<file path="src/rtl/arqw_pkg.sv">
// ----------------------------------------------------------------------------
// arqw_pkg
// Types and constants shared by the ARQ sender window block.
// ----------------------------------------------------------------------------
package arqw_pkg;

  localparam int WINDOW_MAX_DEF = 32;
  localparam int SEQ_BITS_DEF   = 32;

  // Fixed field and register widths
  localparam int FIELD_W    = 32;
  localparam int WS_W       = 6;
  localparam int CFG_IDX_W  = 1;
  localparam int CFG_DATA_W = 32;

  localparam logic [WS_W-1:0]    WS_RESET    = 6'd16;
  localparam logic [FIELD_W-1:0] TOTAL_RESET = 32'd1;

  typedef enum logic [CFG_IDX_W-1:0] {
    CFG_WINDOW_SIZE   = 1'b0,
    CFG_TOTAL_PACKETS = 1'b1
  } cfg_idx_t;

  typedef enum logic [1:0] {
    CMD_ACK  = 2'd0,
    CMD_NACK = 2'd1,
    CMD_TICK = 2'd2
  } cmd_t;

  typedef enum logic [1:0] {
    KIND_SEND   = 2'd0,
    KIND_RESEND = 2'd1,
    KIND_DONE   = 2'd2
  } kind_t;

  typedef struct packed {
    logic [1:0]         command;
    logic [FIELD_W-1:0] seq_number;
  } in_item_t;

  typedef struct packed {
    logic [1:0]         kind;
    logic [FIELD_W-1:0] packet_seq;
    logic               last_of_run;
  } out_item_t;

  typedef enum logic [2:0] {
    ST_IDLE,
    ST_ACK_CMP,
    ST_ACK_FIN,
    ST_ACK_INC,
    ST_NACK,
    ST_FILL,
    ST_SWEEP
  } state_t;

endpackage

</file>
<file path="src/rtl/arqw_seq_unit.sv">
// ----------------------------------------------------------------------------
// arqw_seq_unit
// Shared sequence-number adder: add or subtract, with carry out (no borrow).
// ----------------------------------------------------------------------------
module arqw_seq_unit #(
  parameter int SEQ_BITS = arqw_pkg::SEQ_BITS_DEF
) (
  input  logic [SEQ_BITS-1:0] op_a,
  input  logic [SEQ_BITS-1:0] op_b,
  input  logic                sub,
  output logic [SEQ_BITS-1:0] sum,
  output logic                carry
);

  logic [SEQ_BITS-1:0] b_eff;
  logic [SEQ_BITS:0]   full;

  assign b_eff = sub ? ~op_b : op_b;
  assign full  = {1'b0, op_a} + {1'b0, b_eff} + {{SEQ_BITS{1'b0}}, sub};
  assign sum   = full[SEQ_BITS-1:0];
  // on subtract: set when op_a >= op_b
  assign carry = full[SEQ_BITS];

endmodule

</file>
<file path="src/rtl/arqw_mark_mem.sv">
// ----------------------------------------------------------------------------
// arqw_mark_mem
// Resend marks, one bit per window slot; one write and one registered read.
// ----------------------------------------------------------------------------
module arqw_mark_mem #(
  parameter int AW = $clog2(arqw_pkg::WINDOW_MAX_DEF)
) (
  input  logic          clk,
  input  logic          we,
  input  logic [AW-1:0] waddr,
  input  logic          wdata,
  input  logic [AW-1:0] raddr,
  output logic          rdata
);

  localparam int DEPTH = 1 << AW;

  logic mark_mem_r [0:DEPTH-1];
  logic rdata_r;

  always_ff @(posedge clk) begin
    if (we) begin
      mark_mem_r[waddr] <= wdata;
    end
    rdata_r <= mark_mem_r[raddr];
  end

  assign rdata = rdata_r;

endmodule

</file>
<file path="src/rtl/arq_sender_window.sv">
// ----------------------------------------------------------------------------
// arq_sender_window
// Sender side of a sliding-window ARQ with cumulative ACK and selective NACK.
// ----------------------------------------------------------------------------
// A command is taken when start is high, busy is low and no done has been sent;
// busy stays high until the command is finished. Results appear on out_data for
// one cycle each with out_valid high, and the receiver cannot stall them. Every
// command runs on one shared sequence-number adder under a small sequencer: a
// NACK runs its check state, an ACK a compare and a finish state plus an
// increment state when it drops only part of the window, and a timeout tick a
// fill state and then a sweep state, both of which use the adder once per entry;
// a tick that leaves the window empty sweeps no entries.
// The resend marks sit in a small memory indexed by the low sequence bits and
// need no clearing after reset.
// ----------------------------------------------------------------------------
module arq_sender_window #(
  parameter int WINDOW_MAX = arqw_pkg::WINDOW_MAX_DEF,
  parameter int SEQ_BITS   = arqw_pkg::SEQ_BITS_DEF
) (
  input  logic                              clk,
  input  logic                              rst_n,
  input  logic                              start,
  output logic                              busy,
  input  arqw_pkg::in_item_t                in_data,
  output logic                              out_valid,
  output arqw_pkg::out_item_t               out_data,
  input  logic                              cfg_we,
  input  logic [arqw_pkg::CFG_IDX_W-1:0]    cfg_index,
  input  logic [arqw_pkg::CFG_DATA_W-1:0]   cfg_data
);

  import arqw_pkg::*;

  localparam int MARK_AW = (WINDOW_MAX > 1) ? $clog2(WINDOW_MAX) : 1;
  localparam int CW      = $clog2(WINDOW_MAX + 1);
  localparam int CMPW    = (CW > WS_W) ? CW : WS_W;

  state_t                state_r, state_nxt;
  logic [WS_W-1:0]       window_size_r;
  logic [FIELD_W-1:0]    total_packets_r;
  logic [SEQ_BITS-1:0]   base_r, base_nxt;
  logic [SEQ_BITS-1:0]   next_r, next_nxt;
  logic [SEQ_BITS-1:0]   seq_r, seq_nxt;
  logic [CW-1:0]         occ_r, occ_nxt;
  logic [CW-1:0]         idx_r, idx_nxt;
  logic                  final_known_r, final_known_nxt;
  logic                  done_r, done_nxt;
  logic                  partial_r, partial_nxt;
  logic                  fill_stop_r, fill_stop_nxt;
  logic                  s2_valid_r, s2_valid_nxt;
  logic [SEQ_BITS-1:0]   s2_seq_r, s2_seq_nxt;
  logic                  pend_valid_r, pend_valid_nxt;
  logic [SEQ_BITS-1:0]   pend_seq_r, pend_seq_nxt;
  logic                  out_valid_r, out_valid_nxt;
  out_item_t             out_data_r, out_data_nxt;

  logic [SEQ_BITS-1:0]   alu_a, alu_b, alu_sum;
  logic                  alu_sub, alu_carry;

  logic                  mark_we, mark_wdata, mark_rd;
  logic [MARK_AW-1:0]    mark_waddr, mark_raddr;

  logic [SEQ_BITS-1:0]   final_seq;
  logic [CW-1:0]         occ_m1;
  logic [CMPW-1:0]       ws_ext, ws_cap, occ_ext;

  arqw_seq_unit #(.SEQ_BITS(SEQ_BITS)) u_seq_unit (
    .op_a  (alu_a),
    .op_b  (alu_b),
    .sub   (alu_sub),
    .sum   (alu_sum),
    .carry (alu_carry)
  );

  arqw_mark_mem #(.AW(MARK_AW)) u_mark_mem (
    .clk   (clk),
    .we    (mark_we),
    .waddr (mark_waddr),
    .wdata (mark_wdata),
    .raddr (mark_raddr),
    .rdata (mark_rd)
  );

  assign final_seq = SEQ_BITS'(total_packets_r);
  assign occ_m1    = occ_r - CW'(1);
  assign ws_ext    = CMPW'(window_size_r);
  assign ws_cap    = (ws_ext > CMPW'(WINDOW_MAX)) ? CMPW'(WINDOW_MAX) : ws_ext;
  assign occ_ext   = CMPW'(occ_r);

  assign busy      = (state_r != ST_IDLE);
  assign out_valid = out_valid_r;
  assign out_data  = out_data_r;

  // Configuration registers
  always_ff @(posedge clk) begin
    if (!rst_n) begin
      window_size_r   <= WS_RESET;
      total_packets_r <= TOTAL_RESET;
    end else if (cfg_we) begin
      unique case (cfg_idx_t'(cfg_index))
        CFG_WINDOW_SIZE:   window_size_r   <= cfg_data[WS_W-1:0];
        CFG_TOTAL_PACKETS: total_packets_r <= cfg_data[FIELD_W-1:0];
      endcase
    end
  end

  // Control state
  always_ff @(posedge clk) begin
    if (!rst_n) begin
      state_r       <= ST_IDLE;
      base_r        <= SEQ_BITS'(1);
      next_r        <= SEQ_BITS'(1);
      occ_r         <= '0;
      idx_r         <= '0;
      final_known_r <= 1'b0;
      done_r        <= 1'b0;
      partial_r     <= 1'b0;
      fill_stop_r   <= 1'b0;
      s2_valid_r    <= 1'b0;
      pend_valid_r  <= 1'b0;
      out_valid_r   <= 1'b0;
    end else begin
      state_r       <= state_nxt;
      base_r        <= base_nxt;
      next_r        <= next_nxt;
      occ_r         <= occ_nxt;
      idx_r         <= idx_nxt;
      final_known_r <= final_known_nxt;
      done_r        <= done_nxt;
      partial_r     <= partial_nxt;
      fill_stop_r   <= fill_stop_nxt;
      s2_valid_r    <= s2_valid_nxt;
      pend_valid_r  <= pend_valid_nxt;
      out_valid_r   <= out_valid_nxt;
    end
  end

  // Payload
  always_ff @(posedge clk) begin
    seq_r      <= seq_nxt;
    s2_seq_r   <= s2_seq_nxt;
    pend_seq_r <= pend_seq_nxt;
    out_data_r <= out_data_nxt;
  end

  always_comb begin
    state_nxt       = state_r;
    base_nxt        = base_r;
    next_nxt        = next_r;
    seq_nxt         = seq_r;
    occ_nxt         = occ_r;
    idx_nxt         = idx_r;
    final_known_nxt = final_known_r;
    done_nxt        = done_r;
    partial_nxt     = partial_r;
    fill_stop_nxt   = fill_stop_r;
    s2_valid_nxt    = 1'b0;
    s2_seq_nxt      = s2_seq_r;
    pend_valid_nxt  = pend_valid_r;
    pend_seq_nxt    = pend_seq_r;
    out_valid_nxt   = 1'b0;
    out_data_nxt    = out_data_r;

    alu_a      = seq_r;
    alu_b      = base_r;
    alu_sub    = 1'b1;
    mark_we    = 1'b0;
    mark_waddr = seq_r[MARK_AW-1:0];
    mark_wdata = 1'b0;
    mark_raddr = '0;

    unique case (state_r)
      ST_IDLE: begin
        if (start && !done_r) begin
          seq_nxt = SEQ_BITS'(in_data.seq_number);
          case (in_data.command)
            CMD_ACK:  state_nxt = ST_ACK_CMP;
            CMD_NACK: state_nxt = ST_NACK;
            CMD_TICK: begin
              state_nxt     = ST_FILL;
              fill_stop_nxt = 1'b0;
            end
            default: state_nxt = ST_IDLE;
          endcase
        end
      end

      // seq - base: decide how much of the window the ack drops
      ST_ACK_CMP: begin
        partial_nxt = 1'b0;
        if (alu_carry && (occ_r != '0)) begin
          // an ack of the all-ones number also drops past the wrap
          if ((&seq_r) || (alu_sum >= SEQ_BITS'(occ_m1))) begin
            base_nxt = next_r;
            occ_nxt  = '0;
          end else begin
            partial_nxt = 1'b1;
            occ_nxt     = occ_r - (alu_sum[CW-1:0] + CW'(1));
          end
        end
        state_nxt = ST_ACK_FIN;
      end

      // seq - final: finish check
      ST_ACK_FIN: begin
        alu_b = final_seq;
        if (final_known_r && alu_carry) begin
          done_nxt                 = 1'b1;
          out_valid_nxt            = 1'b1;
          out_data_nxt.kind        = KIND_DONE;
          out_data_nxt.packet_seq  = total_packets_r;
          out_data_nxt.last_of_run = 1'b1;
        end
        state_nxt = partial_r ? ST_ACK_INC : ST_IDLE;
      end

      ST_ACK_INC: begin
        alu_b     = SEQ_BITS'(1);
        alu_sub   = 1'b0;
        base_nxt  = alu_sum;
        state_nxt = ST_IDLE;
      end

      ST_NACK: begin
        if (alu_sum < SEQ_BITS'(occ_r)) begin
          mark_we                  = 1'b1;
          mark_wdata               = 1'b1;
          out_valid_nxt            = 1'b1;
          out_data_nxt.kind        = KIND_RESEND;
          out_data_nxt.packet_seq  = FIELD_W'(seq_r);
          out_data_nxt.last_of_run = 1'b1;
        end
        state_nxt = ST_IDLE;
      end

      // one fresh entry per cycle
      ST_FILL: begin
        alu_a      = next_r;
        alu_b      = SEQ_BITS'(1);
        alu_sub    = 1'b0;
        mark_waddr = next_r[MARK_AW-1:0];
        if (!final_known_r && !fill_stop_r && (occ_ext < ws_cap)) begin
          mark_we       = 1'b1;
          next_nxt      = alu_sum;
          occ_nxt       = occ_r + CW'(1);
          fill_stop_nxt = (next_r == final_seq);
        end else begin
          state_nxt      = ST_SWEEP;
          idx_nxt        = '0;
          pend_valid_nxt = 1'b0;
        end
      end

      // front: base + idx and mark read; back: mark test, clear, emit.
      // A found entry is held until the next one is found so the last transfer can be flagged.
      ST_SWEEP: begin
        alu_a   = base_r;
        alu_b   = SEQ_BITS'(idx_r);
        alu_sub = 1'b0;
        if (idx_r < occ_r) begin
          mark_raddr   = alu_sum[MARK_AW-1:0];
          s2_valid_nxt = 1'b1;
          s2_seq_nxt   = alu_sum;
          idx_nxt      = idx_r + CW'(1);
        end
        if (s2_valid_r) begin
          mark_we    = 1'b1;
          mark_waddr = s2_seq_r[MARK_AW-1:0];
          if (s2_seq_r == final_seq) begin
            final_known_nxt = 1'b1;
          end
          if (!mark_rd) begin
            if (pend_valid_r) begin
              out_valid_nxt            = 1'b1;
              out_data_nxt.kind        = KIND_SEND;
              out_data_nxt.packet_seq  = FIELD_W'(pend_seq_r);
              out_data_nxt.last_of_run = 1'b0;
            end
            pend_valid_nxt = 1'b1;
            pend_seq_nxt   = s2_seq_r;
          end
        end else if (idx_r >= occ_r) begin
          if (pend_valid_r) begin
            out_valid_nxt            = 1'b1;
            out_data_nxt.kind        = KIND_SEND;
            out_data_nxt.packet_seq  = FIELD_W'(pend_seq_r);
            out_data_nxt.last_of_run = 1'b1;
          end
          pend_valid_nxt = 1'b0;
          state_nxt      = ST_IDLE;
        end
      end

      default: state_nxt = ST_IDLE;
    endcase
  end

endmodule
</file>
<file path="config.mk">
export PLATFORM = sky130hd
export DESIGN_NAME = arq_sender_window
export DESIGN_NICKNAME = d
export VERILOG_FILES = /design/src/rtl/arqw_pkg.sv /design/src/rtl/arqw_seq_unit.sv /design/src/rtl/arqw_mark_mem.sv /design/src/rtl/arq_sender_window.sv
export SDC_FILE = /design/constraint.sdc
export NUM_CORES = 1
export LEC_CHECK = 0
export ABC_AREA = 1
export BUFFER_PORTS_ARGS = -buffer_cell sky130_fd_sc_hd__buf_2
export CORE_UTILIZATION = 50
export DETAILED_ROUTE_END_ITERATION = 16
export GPL_TIMING_DRIVEN = 0
export PLACE_DENSITY = 0.74
export SLEW_MARGIN = 40
export SYNTH_ARGS = -nofsm -noshare
export SYNTH_HDL_FRONTEND = slang
export SYNTH_SLANG_ARGS = --single-unit
</file>
<file path="constraint.sdc">
create_clock -name clk -period 4.8 [get_ports clk]
set_clock_uncertainty 0.15 [all_clocks]
set_input_delay 0.96 -clock clk [delete_from_list [all_inputs] [get_ports clk]]
set_output_delay 0.96 -clock clk [all_outputs]
set_load 0.01 [all_outputs]
</file>
==> results of run 1 <==
==> cell usage after synthesis, types with 11 or more instances <==
library cell and count:
nand2_1 457, inv_1 247, nor2_1 197, a21oi_1 170
edfxtp_1 163, o21ai_0 136, dfxtp_1 125, nand3_1 74
ha_1 65, clkbuf_1 64, o221ai_1 41, nand4_1 37
o211ai_1 33, xnor2_1 33, xor2_1 30, nand3b_1 28
a211oi_1 23, nor3_1 16, o22ai_1 14, nand2_2 12
a31oi_1 11
==> cell type report <==
| cell class | instances | area, um^2 | area share |
|---|---|---|---|
| flip-flops and latches | 288 | 7400 | 0.352 |
| repair inverters | 3 | 22.5 | 0.00107 |
| plain buffers | 82 | 589 | 0.0280 |
| inverters | 261 | 1020 | 0.0483 |
| well taps | 442 | 553 | 0.0263 |
| clock buffers | 50 | 952 | 0.0453 |
| multi-input cells | 1473 | 9190 | 0.437 |
| clock inverters | 12 | 113 | 0.00535 |
| repair buffers | 177 | 1210 | 0.0575 |
==> power breakdown <==
part           total [mW]  leakage (nW)  internal [mW]  switching [mW]
clock network        2.51         0.520           1.44            1.07
logic                2.50          5.41          0.829            1.67
registers            2.79          2.44           2.71          0.0737
total                7.80          8.37           4.98            2.81
==> placed cells by master (no fill, tap or decap), types with 11 or more instances in the layout <==
cell type | synthesis | routed
nand2_4 | 2 | 14
nand3b_1 | 28 | 28
inv_1 | 247 | 237
nand3_1 | 74 | 64
o211ai_1 | 33 | 33
a21oi_2 | 9 | 35
nor2_1 | 197 | 175
nand4_1 | 37 | 37
nor2_2 | 4 | 11
nand3_2 | 6 | 12
buf_2 | 8 | 115
nand2_1 | 457 | 409
buf_4 | 2 | 58
ha_1 | 65 | 52
a21oi_1 | 170 | 137
o21ai_0 | 136 | 128
a211oi_2 | 1 | 12
clkbuf_16 | 0 | 40
nor3_1 | 16 | 15
dfxtp_1 | 125 | 124
edfxtp_1 | 163 | 163
xor2_1 | 30 | 24
o221ai_1 | 41 | 33
nor2_4 | 1 | 16
nand2_2 | 12 | 47
clkbuf_1 | 64 | 52
o22ai_1 | 14 | 13
xnor2_1 | 33 | 31
inv_2 | 7 | 12
==> flip-flops by register name (all words and copies together), names as in the netlist, 3 cells and up <==
name	cells
final_seq	32
window_size_r	6
out_data	35
next_r	32
idx_r	6
base_r	32
s2_seq_r	32
state_r	3
u_mark_mem.mark_mem_r	32
pend_seq_r	32
occ_ext	6
seq_r	32
==> cells by family (layout without fill, tap and decap cells) <==
logic type	after synthesis	count (layout)	share of synthesized area
buffers and inverters	343	585	0.0796
adder cells (fa/ha/maj)	67	67	0.0507
XOR/XNOR	66	66	0.0357
flip-flops	288	288	0.440
AO/OA/AOI/OAI	475	475	0.169
AND/OR/NAND/NOR	862	865	0.225
==> tightest hold or removal path, cell delays in order, from the launching register on <==
cell     delay, ns
dfxtp_1       0.31
inv_1         0.05
a21oi_1       0.05
==> final timing paths <==
path              cells past startpoint           end        start  slack, ns
setup reg to reg                     29  out_data[23]   state_r[0]      -0.06
setup / recovery                     29  out_data[23]   state_r[0]      -0.06
hold / removal                        2   fill_stop_r  fill_stop_r       0.30
hold reg to reg                       2   fill_stop_r  fill_stop_r       0.30
==> metal layers <==
layer | wire length [um] | up-vias
met4 | 3080 | 0
met3 | 7860 | 200
li1 | - | 7605
met2 | 27800 | 1142
met1 | 26100 | 8006
met5 | 0 | -
==> repair_timing <==
action,4_1_cts,5_1_grt
gates cloned,5,6
endpoints found under the setup margin,141,135
buffers inserted,30,29
pin swaps,24,55
gates resized for setup,150,187
==> metrics, run 1 <==
Critical Path RT=4.90 ns; fin area=21000 um^2; drt pass-1 iters=6; Yosys reg bits=288; DRT iter0 DRCs=2355; ant diodes=0; post-route setup TNS=-0.960 ns; DRC errors left=0; largest stage delay on the critical path=0.47 ns; routed wire length=64900 um; final hold violation count=0; RSZ-0062 raised after global routing=yes; Pwr Total=7.80 mW; Sink Count=288; core box area=32900 um^2; DR vias=17000; cell taking the most area after synthesis=edfxtp_1; chip height=185 um; first-pass GRT wire length=92000 um; gr busiest metal=met2; run status=finished, violations left; CP endpoint kind=flop; Worst Tran Pin Value=0.933 ns; post-synthesis sequential area ratio=0.440; IO Pins=108; TritonCTS clock tree=built; Post-DP Area=18000 um^2; synth unique cells=57; port buffer count=107; Hold-fix buffers, CTS=0; die area=34400 um^2; Final Util=0.640; Nets=2458; Main synth FF type=edfxtp_1; GP Congestion=1.03; worst setup margin=-0.0617 ns; Final Critical Period=4.86 ns; H-Tree Depth=2; Vias/cell=6.08; synthesized cell area=16800 um^2; final std cells w/o fill=2788; dpl cells=2656; VDD IR-drop max=0.251 mV; met3 usage=0.0833; GRT Overall Usage=0.365; initial antenna violation count=1; area grow syn2layout=25.0%; worst skew pair latency=0.54 ns; deepest clock path buffer count=3; pre-CTS setup slack=-1.83 ns; GRT overflow=0; Worst Setup Start Kind=flop; Post-synth EDFFs=163; YS warnings=0; Reg clk slew, reported paths=0.06 ns; Syn Area/Cell=8.01 um^2; Final Setup Violations=32; Worst Path Buf+Inv=8; Pwr Density=371 nW/um^2; met2 Track Usage GR=0.551; Cells after Synth=2101; vias in the first global route=15100; met1 GRT Util=0.503; die width=185 um; Synth top area share=0.291; number of fill cells=2769; relative slew slack=0.378; Core Rows=66; Min Hold Slack=0.305 ns; Lkg Pwr=8.37 nW; Critical Path AT=4.96 ns; detailed-route wire length per cell=23.3 um; crit-path most repeated cell=nand2_2; initial core utilization=0.512; Crit path max-delay family=simple AND/OR/NAND/NOR gates; layout cell share with drive strength beyond 1=0.222; fraction of registers with async set/reset=0; largest net degree at the start of global routing=22; ANT nets after route=0; Crit-path slowest cell=ha_1; Tcrit/Tclk final=1.01; Fmax=206 MHz; Maximum Capacitance Violations=0; worst setup path class=reg2reg; Final Max Tran Viols=0; failing checks=negative setup slack; dpl hpwl=48000 um; Post-Synthesis Net Count=2239; HP Class=reg2reg; Root Buffer=clkbuf_16; Inserted Clock Buffers=34; top post-synthesis cells by area=edfxtp_1 29%, dfxtp_1 15%, nand2_1 10%, inv_1 5.5%, a21oi_1 5.1%; worst-path maximum fanout=8
Power figures use the tool's default switching activity.
==> run 2: changes to the inputs <==
--- a/config.mk
+++ b/config.mk
@@ -7,6 +7,7 @@
 export LEC_CHECK = 0
 export ABC_AREA = 1
 export BUFFER_PORTS_ARGS = -buffer_cell sky130_fd_sc_hd__buf_2
+export CORE_MARGIN = 2
 export CORE_UTILIZATION = 50
 export DETAILED_ROUTE_END_ITERATION = 16
 export GPL_TIMING_DRIVEN = 0
==> run 2 against run 1 <==
  * The flow now finishes without violations
  * Sequential cell count unchanged
  * Fmax up 1.7%
  * Power up 0.31%
  * Clock-buffer cell count down 13
  * Via count up 0.55%
  * Non-clock buffer count up 4
  * Critical path depth down 5
  * Cell count unchanged
  * Sequential share of layout area up 0.44 points
  * Register-to-register slack better by 0.08 ns
  * Clock power down 4%
  * Critical endpoint unchanged
  * Largest cell class unchanged
  * Highest routed layer unchanged
==> metrics, run 2 (synthesized netlist as in run 1, its figures left out) <==
run status=finished clean; Pwr Density=376 nW/um^2 (+1.6%); Critical Path AT=4.86 ns (-0.10 ns); Pwr Total=7.82 mW (+0.31%); Sink Count=288 (unchanged); pre-CTS setup slack=-1.70 ns (+0.134 ns); worst skew pair latency=0.56 ns (+0.02 ns); chip height=187 um (+1.1%); Final Critical Period=4.78 ns (-0.0804 ns); GRT overflow=0 (unchanged); worst setup path class=reg2reg; CP Depth=24 (-17%); dpl hpwl=47600 um (-0.93%); crit path capture=out_data[23]; Root Buffer=clkbuf_16; Tcrit/Tclk final=0.996 (-0.0168); initial core utilization=0.504 (-0.00764); Hold-fix buffers, CTS=0 (unchanged); Nets=2456 (-0.081%); Worst Setup Start Kind=flop; core box area=33400 um^2 (+1.5%); initial antenna violation count=1 (unchanged); FF-to-FF setup slack=0.02 ns (+0.08 ns); Lkg Pwr=8.31 nW (-0.73%); WHS Path Cells=0 (-2); CP endpoint kind=flop; DR vias=17000 (+0.55%); Final Setup Violations=0 (-100%); die width=187 um (+1.1%); TritonCTS clock tree=built; VDD IR-drop max=0.281 mV (+12%); worst setup margin=0.0187 ns (+0.0804 ns); port buffer count=107 (unchanged); worst-path maximum fanout=9 (+1); deepest clock path buffer count=3 (unchanged); R2R Path End=out_data[23]; Worst Tran Pin Value=0.994 ns (+0.0610 ns); relative slew slack=0.331 (-0.0468); IO Pins=108 (unchanged); vias in the first global route=15000 (-0.70%); Final Max Tran Viols=0 (unchanged); Hold Crit Start=s2_seq_r[9]; GP Congestion=1.04 (+1.1%); Crit-path slowest cell=nand3_1; worst path cell trace=buf_6 -> inv_8 -> nand3_4 -> nand2_4 -> buf_12 -> clkinvlp_4 -> clkbuf_16 -> nand2_2 -> o211ai_1 -> ha_1 -> nand2_1 -> nand2_1 -> nand2_2 -> nand2_2 -> nand2_1 -> nand2_2 -> nand2_2 -> nand3_2 -> nand2_1 -> nand2_1 -> nand2_1 -> o311ai_2 -> nand3_1 -> nand3_4; commonest non-fill, non-tap cell in the layout=nand2_1; area grow syn2layout=23.4%; DRT iter0 DRCs=2694 (+14%); HP Class=reg2reg; Critical Path RT=4.88 ns (-0.02 ns); Reg clk slew, reported paths=0.07 ns (about the same); crit-path most repeated cell=nand2_1; DRC errors left=0 (unchanged); die area=35100 um^2 (+2.2%); Inserted Clock Buffers=29 (-15%); H-Tree Depth=1 (-1); drt pass-1 iters=6 (unchanged); Vias/cell=6.11 (+0.55%); R2R Path Start=state_r[0]; Worst Path Buf+Inv=5 (-3); R2R depth=24 (-17%); detailed-route wire length per cell=22.9 um (-1.4%); layout cell share with drive strength beyond 1=0.216 (-0.00584); Fmax=209 MHz (+1.7%); largest net degree at the start of global routing=22 (unchanged); crit path from=state_r[0]; GRT Overall Usage=0.345 (-0.0203); ant diodes=0 (unchanged); final hold violation count=0 (unchanged); largest stage delay on the critical path=0.76 ns (+0.29 ns); ANT nets after route=0 (unchanged); Crit path max-delay family=simple AND/OR/NAND/NOR gates; Maximum Capacitance Violations=0 (unchanged); max reg flops=35 (unchanged); first-pass GRT wire length=91900 um (about the same); routed wire length=64000 um (-1.4%); most frequent cells in the layout=408 x nand2_1, 237 x inv_1, 174 x nor2_1; Core Rows=67 (+1.5%)
run 2: cell count changes in the layout (fill, tap and decap cells not counted), moves of 5 or more:
cell / before / now
a21oi_1: 137 / 157
a21oi_2: 35 / 21
buf_4: 58 / 65
clkbuf_1: 52 / 45
clkbuf_16: 40 / 33
a21oi_4: 7 / 1
ha_2: 6 / 11
run 2: layout make-up:
type                    instances  area (um^2)
plain buffers                  82          539
clock buffers                  37          808
clock inverters                16          189
fillers                      2815        12600
inverters                     261         1020
multi-input cells            1474         9080
flip-flops and latches        288         7400
well taps                     448          561
repair buffers                181         1170
repair inverters                1         7.51
run 2: routing by layer:
layer,vias up,global-route usage,part of all wire
li1,7584,-,-
met1,7938,0.494,0.40
met2,1328,0.517,0.42
met3,197,0.0552,0.13
met4,0,0.152,0.054
met5,-,0,0
run 2: per-stage QoR:
stage,std cells,instance area (um^2),hold slack [ns],TNS (ns),utilization
after CTS,2749,19800,0.316,0,0.593
after detailed placement,2662,18000,0.304,-179.30,0.541
after global routing,2788,20800,0.327,-3.66,0.623
after floorplan,2101,16800,0.274,0,-
final,2788,20800,0.315,0,0.623
after global placement,2656,17900,0.291,-209.35,0.538
run 2: worst min path at each step:
stage / end / slack, ns
2_1_floorplan: fill_stop_r / 0.27
3_3_place_gp: fill_stop_r / 0.29
3_5_place_dp: pend_seq_r[9] / 0.30
4_1_cts: pend_seq_r[9] / 0.32
5_1_grt: pend_seq_r[14] / 0.33
6_report: pend_seq_r[9] / 0.32
run 2: worst register-to-register path, stage by stage (launching register included):
cell and delay (ns):
dfxtp_1 0.31, buf_6 0.16, inv_8 0.08, nand3_4 0.12, nand2_4 0.11, buf_12 0.13
clkinvlp_4 0.17, clkbuf_16 0.20, nand2_2 0.09, o211ai_1 0.15, ha_1 0.40, nand2_1 0.08
nand2_1 0.11, nand2_2 0.10, nand2_2 0.09, nand2_1 0.08, nand2_2 0.09, nand2_2 0.07
nand3_2 0.10, nand2_1 0.06, nand2_1 0.10, nand2_1 0.08, o311ai_2 0.20, nand3_1 0.76
nand3_4 0.45
run 2: report_power, final:
group	internal (mW)	leakage (nW)	switching, mW	total, mW
sequential	2.71	2.44	0.0746	2.79
combinational	0.886	5.37	1.72	2.61
clock	1.41	0.495	1.02	2.42
run 2: timing repair:
item	4_1_cts	5_1_grt
resized for setup	135	175
cloned	6	3
pin swaps	22	66
endpoints found under the setup margin	140	138
setup buffers	28	36
endpoints found under the hold margin	0	0
==> run 3: changes to the inputs <==
--- a/config.mk
+++ b/config.mk
@@ -5,7 +5,6 @@
 export SDC_FILE = /design/constraint.sdc
 export NUM_CORES = 1
 export LEC_CHECK = 0
-export ABC_AREA = 1
 export BUFFER_PORTS_ARGS = -buffer_cell sky130_fd_sc_hd__buf_2
 export CORE_MARGIN = 2
 export CORE_UTILIZATION = 50
@@ -15,4 +14,5 @@
 export SLEW_MARGIN = 40
 export SYNTH_ARGS = -nofsm -noshare
 export SYNTH_HDL_FRONTEND = slang
+export SYNTH_HIERARCHICAL = 1
 export SYNTH_SLANG_ARGS = --single-unit
==> run 3 against run 2 <==
  * The run now ends with negative setup slack left
  * Power is 14% lower
  * Via count is 14% lower
  * Design area is 1.5% higher
==> metrics, run 3 <==
Critical Path AT=6.16 ns (+1.30 ns); final std cells w/o fill=2299 (-18%); met2 Track Usage GR=0.523 (+0.00614); Syn Area/Cell=9.95 um^2 (+24%); worst setup margin=-1.25 ns (-1.27 ns); relative slew slack=0.332 (+0.000736); Tcrit/Tclk final=1.26 (+0.264); post-route setup TNS=-120.87 ns (-120.87 ns); failing checks=negative setup slack; detailed-route wire length per cell=25.4 um (+10%); post-synthesis sequential area ratio=0.457 (+0.0178); first-pass GRT wire length=83900 um (-8.7%); drt pass-1 iters=8 (+2); vias in the first global route=13900 (-7.5%); layout cell share with drive strength beyond 1=0.287 (+0.0711); core box area=31700 um^2 (-4.9%); Hold-fix buffers, CTS=0 (unchanged); WHS Path Cells=0 (unchanged); Worst Setup Start Kind=flop; synthesized cell area=16200 um^2 (-3.9%); Final Setup Violations=139 (+139); number of fill cells=2338 (-17%); most frequent cells in the layout=205 x nand2_1, 163 x edfxtp_1, 122 x dfxtp_1; Nets=2013 (-18%); Sink Count=288 (unchanged); Final Util=0.665 (+0.0424); YS warnings=6 (+6); VDD IR-drop max=0.245 mV (-13%); Lkg Pwr=7.95 nW (-4.3%); crit-path most repeated cell=nor2_4; synth unique cells=83 (+46%); RSZ-0062 raised after global routing=yes; GP Congestion=1.02 (-2.0%); die width=184 um (-1.9%); ant diodes=0 (unchanged); Crit-path slowest cell=or4b_4; Main synth FF type=edfxtp_1; area grow syn2layout=30.4%; Critical Path RT=4.91 ns (+0.03 ns); initial antenna violation count=0 (-1); Cells after Synth=1625 (-23%); Vias/cell=6.35 (+3.9%); TritonCTS clock tree=built; Post-Synthesis Net Count=1765 (-21%); Yosys reg bits=288 (unchanged); HP Class=reg2reg; list of most frequent post-synthesis cells=212 x nand2_1, 163 x edfxtp_1, 125 x dfxtp_1, 109 x nor2_1, 104 x xor2_1; final hold violation count=0 (unchanged); commonest non-fill, non-tap cell in the layout=nand2_1; H-Tree Depth=1 (unchanged); worst skew pair latency=0.57 ns (about the same); Synth top area share=0.303 (+0.0118); CP endpoint kind=flop; Core Rows=65 (-3.0%); fraction of registers with async set/reset=0 (unchanged); dpl cells=2138 (-20%); Fmax=165 MHz (-21%); GRT overflow=0 (unchanged); pre-CTS setup slack=-2.55 ns (-0.852 ns); GRT Overall Usage=0.332 (-0.0127); largest net degree at the start of global routing=42 (+91%); Final Max Tran Viols=0 (unchanged); largest stage delay on the critical path=0.51 ns (-0.25 ns); Post-synth EDFFs=163 (unchanged); Pwr Total=6.75 mW (-14%); worst setup path class=reg2reg; met3 usage=0.0624 (+0.00724); DR vias=14600 (-14%); Maximum Capacitance Violations=0 (unchanged); max reg flops=35 (unchanged); met1 GRT Util=0.451 (-0.0430); Reg clk slew, reported paths=0.07 ns (about the same); IO Pins=108 (unchanged); die area=33800 um^2 (-3.8%); dpl hpwl=41100 um (-14%); gr busiest metal=met2; Inserted Clock Buffers=31 (+6.9%); DRC errors left=0 (unchanged); cell taking the most area after synthesis=edfxtp_1; Pwr Density=320 nW/um^2 (-15%); Final Critical Period=6.05 ns (+1.27 ns); count leader, synth=nand2_1; run status=finished, violations left; R2R depth=26 (+8.3%); Worst Tran Pin Value=1.00 ns (+0.00807 ns); DRT iter0 DRCs=1857 (-31%); chip height=184 um (-1.9%); top post-synthesis cells by area=edfxtp_1 30%, dfxtp_1 15%, mux2i_1 5.8%, xor2_1 5.6%, ha_1 5.2%; Root Buffer=clkbuf_16; worst-path maximum fanout=8 (-1); routed wire length=58300 um (-8.9%); port buffer count=106 (-0.93%); deepest clock path buffer count=3 (unchanged); ANT nets after route=0 (unchanged); initial core utilization=0.510 (+0.00551)
==> run 3: power breakdown <==
part	switching (mW)	leakage, nW	total, mW	internal (mW)
registers	0.105	2.45	2.79	2.69
clock network	1.00	0.501	2.47	1.47
logic	0.921	5.00	1.49	0.565
==> run 3: final cells by class <==
class	instances	area, um^2	area share
multi-input cells	1217	9550	0.453
well taps	402	503	0.0238
clock inverters	14	173	0.00819
plain buffers	80	659	0.0313
repair buffers	220	1800	0.0852
flip-flops and latches	288	7400	0.351
clock buffers	43	871	0.0413
inverters	35	136	0.00647
==> run 3: kinds of logic after synthesis <==
logic type | synth area share
xor+xnor | 0.0758
simple gates | 0.169
compound gates | 0.150
buf+inv | 0.0357
flops | 0.457
mux | 0.0582
fa+ha+maj | 0.0543
==> run 3: routing by layer <==
layer	vias up	wire, um
met5	-	0
met4	0	2780
li1	6378	-
met3	178	6540
met1	7092	23100
met2	953	25900
==> run 3: timing repair <==
action	in CTS	in global routing
gates cloned	11	2
pin swaps	87	72
buffers inserted	66	36
gates resized for setup	222	130
setup endpoints to repair	145	139
==> run 3: final timing paths <==
check	start	end	slack, ns
hold / removal	s2_seq_r[18]	pend_seq_r[18]	0.32
hold reg to reg	s2_seq_r[18]	pend_seq_r[18]	0.32
setup / recovery	state_r[1]	u_mark_mem/mark_mem_r[12]	-1.25
setup reg to reg	state_r[1]	u_mark_mem/mark_mem_r[12]	-1.25
==> run 3: worst max-delay path, delay by kind of cell, from the launching register on <==
kind | cells | cell delay [ns]
fa+ha+maj | 1 | 0.38
xor+xnor | 2 | 0.47
compound gates | 6 | 1.26
flops | 1 | 0.37
simple gates | 14 | 2.71
buf+inv | 3 | 0.41
==> run 3: per-stage QoR <==
step | area (um^2) | hold slack [ns]
after floorplan | 16300 | 0.280
after CTS | 20200 | 0.320
after global routing | 21100 | 0.330
final | 21100 | 0.322
after global placement | 17400 | 0.302
after detailed placement | 17500 | 0.307
